`src/design/rau_pkg.sv`:
```
package rau_pkg;

    localparam int OPERAND_WIDTH_DEF = 16;

    typedef enum logic [1:0] {
        REQ_ADD = 2'd0,
        REQ_SUB = 2'd1,
        REQ_MUL = 2'd2,
        REQ_RCP = 2'd3
    } t_req;

    typedef enum logic [2:0] {
        ST_IDLE,
        ST_MUL,
        ST_COMB,
        ST_GCD,
        ST_GSHIFT,
        ST_DIV,
        ST_FIN
    } t_state;

endpackage

```
`src/design/rational_arithmetic_unit.sv`:
```
// Steps of a beat: shift-add products, combine, binary gcd steps, gcd shift back,
//   restoring divisions of both parts, then the final hand-off; W = OPERAND_WIDTH.
// Throughput: one beat at a time; the next beat is taken once the unit is idle,
//   even while the previous result still waits at the output register.
// Reciprocal beats go from acceptance straight to the final step; zero/zero beats skip gcd and division.
// Reset (i_rst_n low, synchronous) returns the sequencer to idle and drops o_out_valid.
module rational_arithmetic_unit #(
    parameter int OPERAND_WIDTH = rau_pkg::OPERAND_WIDTH_DEF
) (
    input  logic                         i_clk,
    input  logic                         i_rst_n,
    input  logic                         i_in_valid,
    output logic                         o_in_ready,
    input  logic [1:0]                   i_req_type,
    input  logic signed [OPERAND_WIDTH-1:0] i_a_num,
    input  logic signed [OPERAND_WIDTH-1:0] i_a_den,
    input  logic signed [OPERAND_WIDTH-1:0] i_b_num,
    input  logic signed [OPERAND_WIDTH-1:0] i_b_den,
    output logic                         o_out_valid,
    input  logic                         i_out_ready,
    output logic signed [2*OPERAND_WIDTH:0]   o_res_num,
    output logic signed [2*OPERAND_WIDTH-1:0] o_res_den,
    output logic                         o_gcd_zero
);
    import rau_pkg::*;

    localparam int W  = OPERAND_WIDTH;
    localparam int MW = 2 * W;
    localparam int NW = 2 * W + 1;
    localparam int CW = $clog2(MW + 1);

    t_state r_state, n_state;
    t_req   r_op, n_op;

    logic [MW-1:0] r_mc1, r_mc2, r_mc3, n_mc1, n_mc2, n_mc3;
    logic [W-1:0]  r_my1, r_my2, r_my3, n_my1, n_my2, n_my3;
    logic [MW-1:0] r_acc1, r_acc2, r_acc3, n_acc1, n_acc2, n_acc3;
    logic [CW-1:0] r_cnt, n_cnt;
    logic [CW-1:0] r_k, n_k;
    logic [NW-1:0] r_num, n_num;
    logic [MW-1:0] r_den, n_den;
    logic [MW-1:0] r_u, r_v, n_u, n_v;
    logic [MW-1:0] r_g, n_g;
    logic [MW-1:0] r_remn, r_remd, n_remn, n_remd;
    logic [MW-1:0] r_qn, r_qd, n_qn, n_qd;
    logic          r_skip, n_skip;
    logic          r_zero, n_zero;

    logic                r_ov, n_ov;
    logic [NW-1:0]       r_onum, n_onum;
    logic [MW-1:0]       r_oden, n_oden;
    logic                r_oz, n_oz;

    logic [NW-1:0] w_n;
    logic [NW-1:0] w_nabs;
    logic [MW-1:0] w_dabs;
    logic [MW:0]   w_shn, w_shd;
    logic [NW-1:0] w_numabs;
    logic [MW-1:0] w_denabs;
    logic          w_out_free;

    assign o_in_ready  = (r_state == ST_IDLE);
    assign o_out_valid = r_ov;
    assign o_res_num   = r_onum;
    assign o_res_den   = r_oden;
    assign o_gcd_zero  = r_oz;

    // hold state and payload
    always_ff @(posedge i_clk) begin
        if (!i_rst_n) begin
            r_state <= ST_IDLE;
            r_ov    <= 1'b0;
        end else begin
            r_state <= n_state;
            r_ov    <= n_ov;
        end
        r_op <= n_op;
        r_mc1 <= n_mc1; r_mc2 <= n_mc2; r_mc3 <= n_mc3;
        r_my1 <= n_my1; r_my2 <= n_my2; r_my3 <= n_my3;
        r_acc1 <= n_acc1; r_acc2 <= n_acc2; r_acc3 <= n_acc3;
        r_cnt <= n_cnt; r_k <= n_k;
        r_num <= n_num; r_den <= n_den;
        r_u <= n_u; r_v <= n_v; r_g <= n_g;
        r_remn <= n_remn; r_remd <= n_remd;
        r_qn <= n_qn; r_qd <= n_qd;
        r_skip <= n_skip; r_zero <= n_zero;
        r_onum <= n_onum; r_oden <= n_oden; r_oz <= n_oz;
    end

    // combine products and take magnitudes
    always_comb begin
        if (r_op == REQ_SUB) begin
            w_n = {r_acc1[MW-1], r_acc1} - {r_acc2[MW-1], r_acc2};
        end else begin
            w_n = {r_acc1[MW-1], r_acc1} + {r_acc2[MW-1], r_acc2};
        end
        w_nabs   = w_n[NW-1] ? (~w_n + 1'b1) : w_n;
        w_dabs   = r_acc3[MW-1] ? (~r_acc3 + 1'b1) : r_acc3;
        w_numabs = r_num[NW-1] ? (~r_num + 1'b1) : r_num;
        w_denabs = r_den[MW-1] ? (~r_den + 1'b1) : r_den;
        w_shn    = {r_remn, r_qn[MW-1]};
        w_shd    = {r_remd, r_qd[MW-1]};
        w_out_free = !r_ov || i_out_ready;
    end

    // sequence one beat through multiply, gcd and divide
    always_comb begin
        n_state = r_state;
        n_op = r_op;
        n_mc1 = r_mc1; n_mc2 = r_mc2; n_mc3 = r_mc3;
        n_my1 = r_my1; n_my2 = r_my2; n_my3 = r_my3;
        n_acc1 = r_acc1; n_acc2 = r_acc2; n_acc3 = r_acc3;
        n_cnt = r_cnt; n_k = r_k;
        n_num = r_num; n_den = r_den;
        n_u = r_u; n_v = r_v; n_g = r_g;
        n_remn = r_remn; n_remd = r_remd;
        n_qn = r_qn; n_qd = r_qd;
        n_skip = r_skip; n_zero = r_zero;
        n_ov = r_ov; n_onum = r_onum; n_oden = r_oden; n_oz = r_oz;

        if (r_ov && i_out_ready) begin
            n_ov = 1'b0;
        end

        case (r_state)
            ST_IDLE: begin
                if (i_in_valid) begin
                    n_op   = t_req'(i_req_type);
                    n_acc1 = '0; n_acc2 = '0; n_acc3 = '0;
                    n_cnt  = '0;
                    n_zero = 1'b0;
                    n_skip = 1'b0;
                    n_mc1  = {{(MW-W){i_a_num[W-1]}}, i_a_num};
                    n_mc3  = {{(MW-W){i_a_den[W-1]}}, i_a_den};
                    n_my3  = i_b_den;
                    if (t_req'(i_req_type) == REQ_MUL) begin
                        n_my1 = i_b_num;
                        n_mc2 = '0;
                        n_my2 = '0;
                    end else begin
                        n_my1 = i_b_den;
                        n_mc2 = {{(MW-W){i_b_num[W-1]}}, i_b_num};
                        n_my2 = i_a_den;
                    end
                    if (t_req'(i_req_type) == REQ_RCP) begin
                        n_num   = {{(NW-W){i_a_den[W-1]}}, i_a_den};
                        n_den   = {{(MW-W){i_a_num[W-1]}}, i_a_num};
                        n_skip  = 1'b1;
                        n_state = ST_FIN;
                    end else begin
                        n_state = ST_MUL;
                    end
                end
            end
            ST_MUL: begin
                // add one partial product a cycle; top bit carries negative weight
                if (r_cnt == CW'(W - 1)) begin
                    n_acc1 = r_acc1 - (r_my1[0] ? r_mc1 : '0);
                    n_acc2 = r_acc2 - (r_my2[0] ? r_mc2 : '0);
                    n_acc3 = r_acc3 - (r_my3[0] ? r_mc3 : '0);
                    n_state = ST_COMB;
                end else begin
                    n_acc1 = r_acc1 + (r_my1[0] ? r_mc1 : '0);
                    n_acc2 = r_acc2 + (r_my2[0] ? r_mc2 : '0);
                    n_acc3 = r_acc3 + (r_my3[0] ? r_mc3 : '0);
                end
                n_mc1 = r_mc1 << 1; n_mc2 = r_mc2 << 1; n_mc3 = r_mc3 << 1;
                n_my1 = r_my1 >> 1; n_my2 = r_my2 >> 1; n_my3 = r_my3 >> 1;
                n_cnt = r_cnt + 1'b1;
            end
            ST_COMB: begin
                n_num = w_n;
                n_den = r_acc3;
                n_u   = w_nabs[MW-1:0];
                n_v   = w_dabs;
                n_k   = '0;
                if (w_nabs == '0 && w_dabs == '0) begin
                    n_zero  = 1'b1;
                    n_skip  = 1'b1;
                    n_state = ST_FIN;
                end else begin
                    n_state = ST_GCD;
                end
            end
            ST_GCD: begin
                // binary gcd, one step a cycle
                if (r_u == '0) begin
                    n_g = r_v;
                    n_state = ST_GSHIFT;
                end else if (r_v == '0) begin
                    n_g = r_u;
                    n_state = ST_GSHIFT;
                end else if (!r_u[0] && !r_v[0]) begin
                    n_u = r_u >> 1;
                    n_v = r_v >> 1;
                    n_k = r_k + 1'b1;
                end else if (!r_u[0]) begin
                    n_u = r_u >> 1;
                end else if (!r_v[0]) begin
                    n_v = r_v >> 1;
                end else if (r_u >= r_v) begin
                    n_u = r_u - r_v;
                end else begin
                    n_v = r_v - r_u;
                end
            end
            ST_GSHIFT: begin
                // restore common factors of two, then load the dividers
                if (r_k == '0) begin
                    n_remn  = '0;
                    n_remd  = '0;
                    n_qn    = w_numabs[MW-1:0];
                    n_qd    = w_denabs;
                    n_cnt   = '0;
                    n_state = ST_DIV;
                end else begin
                    n_g = r_g << 1;
                    n_k = r_k - 1'b1;
                end
            end
            ST_DIV: begin
                // restoring division, one quotient bit a cycle
                if (w_shn >= {1'b0, r_g}) begin
                    n_remn = MW'(w_shn - {1'b0, r_g});
                    n_qn   = {r_qn[MW-2:0], 1'b1};
                end else begin
                    n_remn = w_shn[MW-1:0];
                    n_qn   = {r_qn[MW-2:0], 1'b0};
                end
                if (w_shd >= {1'b0, r_g}) begin
                    n_remd = MW'(w_shd - {1'b0, r_g});
                    n_qd   = {r_qd[MW-2:0], 1'b1};
                end else begin
                    n_remd = w_shd[MW-1:0];
                    n_qd   = {r_qd[MW-2:0], 1'b0};
                end
                n_cnt = r_cnt + 1'b1;
                if (r_cnt == CW'(MW - 1)) begin
                    n_state = ST_FIN;
                end
            end
            ST_FIN: begin
                // hand the result to the output register once it is free
                if (w_out_free) begin
                    n_ov = 1'b1;
                    n_oz = r_zero;
                    if (r_skip) begin
                        n_onum = r_num;
                        n_oden = r_den;
                    end else begin
                        n_onum = r_num[NW-1] ? (~{1'b0, r_qn} + 1'b1) : {1'b0, r_qn};
                        n_oden = r_den[MW-1] ? (~r_qd + 1'b1) : r_qd;
                    end
                    n_state = ST_IDLE;
                end
            end
            default: begin
                n_state = ST_IDLE;
            end
        endcase
    end

    // zero flag only ever comes with an unreduced zero over zero
    a_zero_result: assert property (@(posedge i_clk) disable iff (!i_rst_n)
        (o_out_valid && o_gcd_zero) |-> (o_res_num == '0 && o_res_den == '0))
        else $error("gcd_zero with nonzero result");

    // the gcd loop never runs on two zeros
    a_gcd_nonzero: assert property (@(posedge i_clk) disable iff (!i_rst_n)
        (r_state == ST_GCD) |-> (r_u != '0 || r_v != '0))
        else $error("gcd entered with both values zero");

    // dividers never see a zero divisor
    a_div_nonzero: assert property (@(posedge i_clk) disable iff (!i_rst_n)
        (r_state == ST_DIV) |-> (r_g != '0))
        else $error("division by zero gcd");

    // an accepted beat starts work
    a_accept_busy: assert property (@(posedge i_clk) disable iff (!i_rst_n)
        (i_in_valid && o_in_ready) |=> (r_state == ST_MUL || r_state == ST_FIN))
        else $error("accepted beat did not start");

endmodule
```
`config.mk`:
```
export PLATFORM = sky130hd
export DESIGN_NAME = rational_arithmetic_unit
export DESIGN_NICKNAME = d
export VERILOG_FILES = /design/src/design/rau_pkg.sv /design/src/design/rational_arithmetic_unit.sv
export SDC_FILE = /design/constraint.sdc
export NUM_CORES = 2
export LEC_CHECK = 0
export BUFFER_PORTS_ARGS = -buffer_cell sky130_fd_sc_hd__buf_2
export CAP_MARGIN = 20
export CORE_ASPECT_RATIO = 1.5
export CORE_UTILIZATION = 30
export DETAILED_ROUTE_END_ITERATION = 10
export PLACE_DENSITY = 0.42
export SYNTH_ARGS = -nofsm -noshare
export SYNTH_HDL_FRONTEND = slang
export SYNTH_SLANG_ARGS = --single-unit
```
`constraint.sdc`:
```
create_clock -name i_clk -period 12.8 [get_ports i_clk]
set_clock_uncertainty 0.05 [all_clocks]
set_input_delay 2.56 -clock i_clk [delete_from_list [all_inputs] [get_ports i_clk]]
set_output_delay 2.56 -clock i_clk [all_outputs]
set_load 0.02 [all_outputs]
```
==> impl_metrics.json <==
{
  "status": "complete, no violations",
  "syn-cell-area_mm2": 0.0465,
  "postCtsHoldBufs": 0,
  "grt-busiest-layer": "met2",
  "root_buffer": "clkbuf_16",
  "first_pass_iters": 5,
  "nets": 5586,
  "critPathKind": "reg2reg",
  "antenna_found_initial": 3,
  "core_mm2": 0.154,
  "grtUsageMet3_pct": 2.08,
  "cts_setup_buffers": 0,
  "critPathCaptureType": "flip-flop",
  "grt_start_max_net_pins": 178,
  "vias": 38500,
  "via_per_inst": 5.24,
  "die_x_um": 323,
  "timing.hold.ws_ns": 0.408,
  "use_met1_pct": 23.2,
  "io_pins": 138,
  "syn_nets": 5576,
  "ys_types": 90,
  "syn_area_per_cell_um2": 8.90,
  "async_reset_ff_share_pct": 0,
  "synthFlopType": "edfxtp_1",
  "cts_tree": "yes",
  "timing_hold_violations_final": 0,
  "drtIter0Drc": 2158,
  "final.setup.tns_ns": 0,
  "synth_edf_count": 611,
  "grt_pass1_wl_mm": 238,
  "cp-start-kind": "flip-flop",
  "path_cells": "inv_1, ha_1, or4b_1, nor4_1, buf_4, inv_1, nor4_1, nor2_1, xnor2_1, ha_1, a21oi_1, o21ai_1, or4_1, o311a_1, nand3_1, nand4_2, nand2b_1, or4_1, o21a_1, o32a_1, a211oi_1, o2111ai_1, nor4_2, a21o_1",
  "cpMaxStageDelayCell": "nor4_1",
  "drv_cap": 0,
  "grt_overflow": 0,
  "cp_data_required_time_ns": 13.16,
  "die_y_um": 484,
  "pre_cts_ws_ns": 5.47,
  "start_util_pct": 30.3,
  "setup_violations": 0,
  "hold_class": "reg2reg",
  "ys_ff_latch": 615,
  "clkLatencyLatePin_ns": 0.70,
  "place_hpwl_mm": 122,
  "nFillCells": 16200,
  "cpPeakStageDelay_ns": 0.62,
  "fin_crit_sh_pct": 56.8,
  "clk_path_buf_depth": 3,
  "tightestPinTransition_ns": 1.11,
  "fp-row-count": 176,
  "slew_headroom_pct": 25.8,
  "cts.sinks": 615,
  "grt_pass1_vias": 38400,
  "path_buf_inv": 3,
  "finalWirelength_mm": 159,
  "antenna_left": 0,
  "drc": 0,
  "clk_pin_slew_ns": 0.06,
  "yosysSeqAreaShare_pct": 39.6,
  "min_period_ns": 7.27,
  "clock.fmax_mhz": 137,
  "syn_to_final_growth_pct": 11.4,
  "wl_per_cell_um": 21.7,
  "yosysWarnings": 0,
  "post-route-util_pct": 33.7,
  "drive_gt1_share_pct": 7.16,
  "htreeDepth": 3,
  "critPathMaxFanout": 6,
  "worstPathArrival_ns": 7.63,
  "numPortBuffers": 137,
  "cts_buffers": 77,
  "rsz0062_at_grt": "false",
  "grtUsageMet2_pct": 36.7,
  "finalWorstSetupSlack_ns": 5.53,
  "cts_resized": 0,
  "track_usage_pct": 20.0,
  "syn-instance-count": 5226,
  "gp_congestion": 0.950,
  "cp_top_family": "simple AND/OR/NAND/NOR gates",
  "drv_slew": 0,
  "dieArea_mm2": 0.157
}
synth_stat cells (55+ instances only):
cell | number | area, um^2
a211oi_1 | 57 | 428
a21o_1 | 179 | 1340
a21oi_1 | 420 | 2100
a221oi_1 | 55 | 482
clkbuf_1 | 221 | 830
edfxtp_1 | 611 | 18300
ha_1 | 271 | 3390
inv_1 | 212 | 796
mux2i_1 | 60 | 601
nand2_1 | 750 | 2820
nand2b_1 | 57 | 357
nand3_1 | 96 | 480
nor2_1 | 428 | 1610
nor3_1 | 97 | 485
o21ai_0 | 430 | 2150
o31ai_1 | 64 | 480
xnor2_1 | 223 | 1950
xor2_1 | 260 | 2280
worst reg2reg max path, cell delays in order (launching register included):
cell       delay (ns)
edfxtp_1         0.46
inv_1            0.11
ha_1             0.20
or4b_1           0.51
nor4_1           0.21
buf_4            0.19
inv_1            0.05
nor4_1           0.62
nor2_1           0.11
xnor2_1          0.17
ha_1             0.38
a21oi_1          0.28
o21ai_1          0.16
or4_1            0.52
o311a_1          0.12
nand3_1          0.25
nand4_2          0.21
nand2b_1         0.22
or4_1            0.50
o21a_1           0.12
o32a_1           0.34
a211oi_1         0.26
o2111ai_1        0.17
nor4_2           0.56
a21o_1           0.23
worst paths after layout:
path	start	cells past startpoint	slack, ns	endpoint
setup / recovery	r_acc2[1]$_SDFFCE_PN0P_	24	5.53	r_zero$_DFFE_PP_
setup reg to reg	r_acc2[1]$_SDFFCE_PN0P_	24	5.53	r_zero$_DFFE_PP_
hold reg to reg	r_zero$_DFFE_PP_	0	0.41	o_gcd_zero$_DFFE_PP_
hold / removal	r_zero$_DFFE_PP_	0	0.41	o_gcd_zero$_DFFE_PP_
cells in the final DEF (no fill, tap or decap), drive strengths merged, types with 16 or more instances in the layout:
| master | n |
|---|---|
| o211ai | 22 |
| a21o | 179 |
| nand2b | 57 |
| nor3 | 97 |
| edfxtp | 611 |
| o21ai | 439 |
| or3 | 50 |
| o311ai | 18 |
| clkbuf | 94 |
| nand2 | 750 |
| a211oi | 57 |
| nor2b | 38 |
| nor4 | 52 |
| and3 | 28 |
| clkinv | 30 |
| a31oi | 26 |
| o21a | 36 |
| nor2 | 429 |
| ha | 271 |
| nand4 | 50 |
| nor3b | 16 |
| or4 | 50 |
| o21bai | 46 |
| a21boi | 25 |
| or2 | 19 |
| a21oi | 420 |
| o31ai | 64 |
| xor2 | 260 |
| xnor2 | 227 |
| nand3 | 96 |
| mux2i | 60 |
| buf | 187 |
| o41ai | 28 |
| inv | 215 |
| a221oi | 55 |
| and2 | 26 |
metrics by stage:
stage | cell area, um^2 | std cells
after floorplan | 46500 | 5226
after global placement | 49300 | 7201
after detailed placement | 49300 | 7203
after CTS | 51800 | 7342
after global routing | 51800 | 7344
final | 51800 | 7344
layout make-up:
cell class | count | area, um^2 | share of cell area, %
Timing Repair Buffer | 188 | 1090 | 2.10
Antenna cell | 1 | 2.50 | 0.00483
Clock inverter | 45 | 505 | 0.975
Inverter | 213 | 800 | 1.54
Sequential cell | 615 | 18400 | 35.6
Tap cell | 2047 | 2560 | 4.94
Clock buffer | 94 | 2030 | 3.92
Multi-Input combinational cell | 4141 | 26400 | 51.0
per-layer routing:
| layer | vias to the layer above | wire length (um) |
|---|---|---|
| li1 | 19100 | - |
| met1 | 18600 | 65200 |
| met2 | 628 | 82700 |
| met3 | 225 | 4490 |
| met4 | 0 | 6740 |
| met5 | - | 0 |
logic make-up after synthesis:
logic type               synth area share [%]
AO/OA/AOI/OAI                            20.5
XOR/XNOR                                 9.24
adder cells (fa/ha/maj)                  7.68
buffers and inverters                    3.83
flip-flops                               39.6
multiplexers                             1.61
AND/OR/NAND/NOR                          17.5
Power is left out: the tool's default activity adds up to more than one toggle a clock period on the data nets, which glitch-free logic cannot reach.
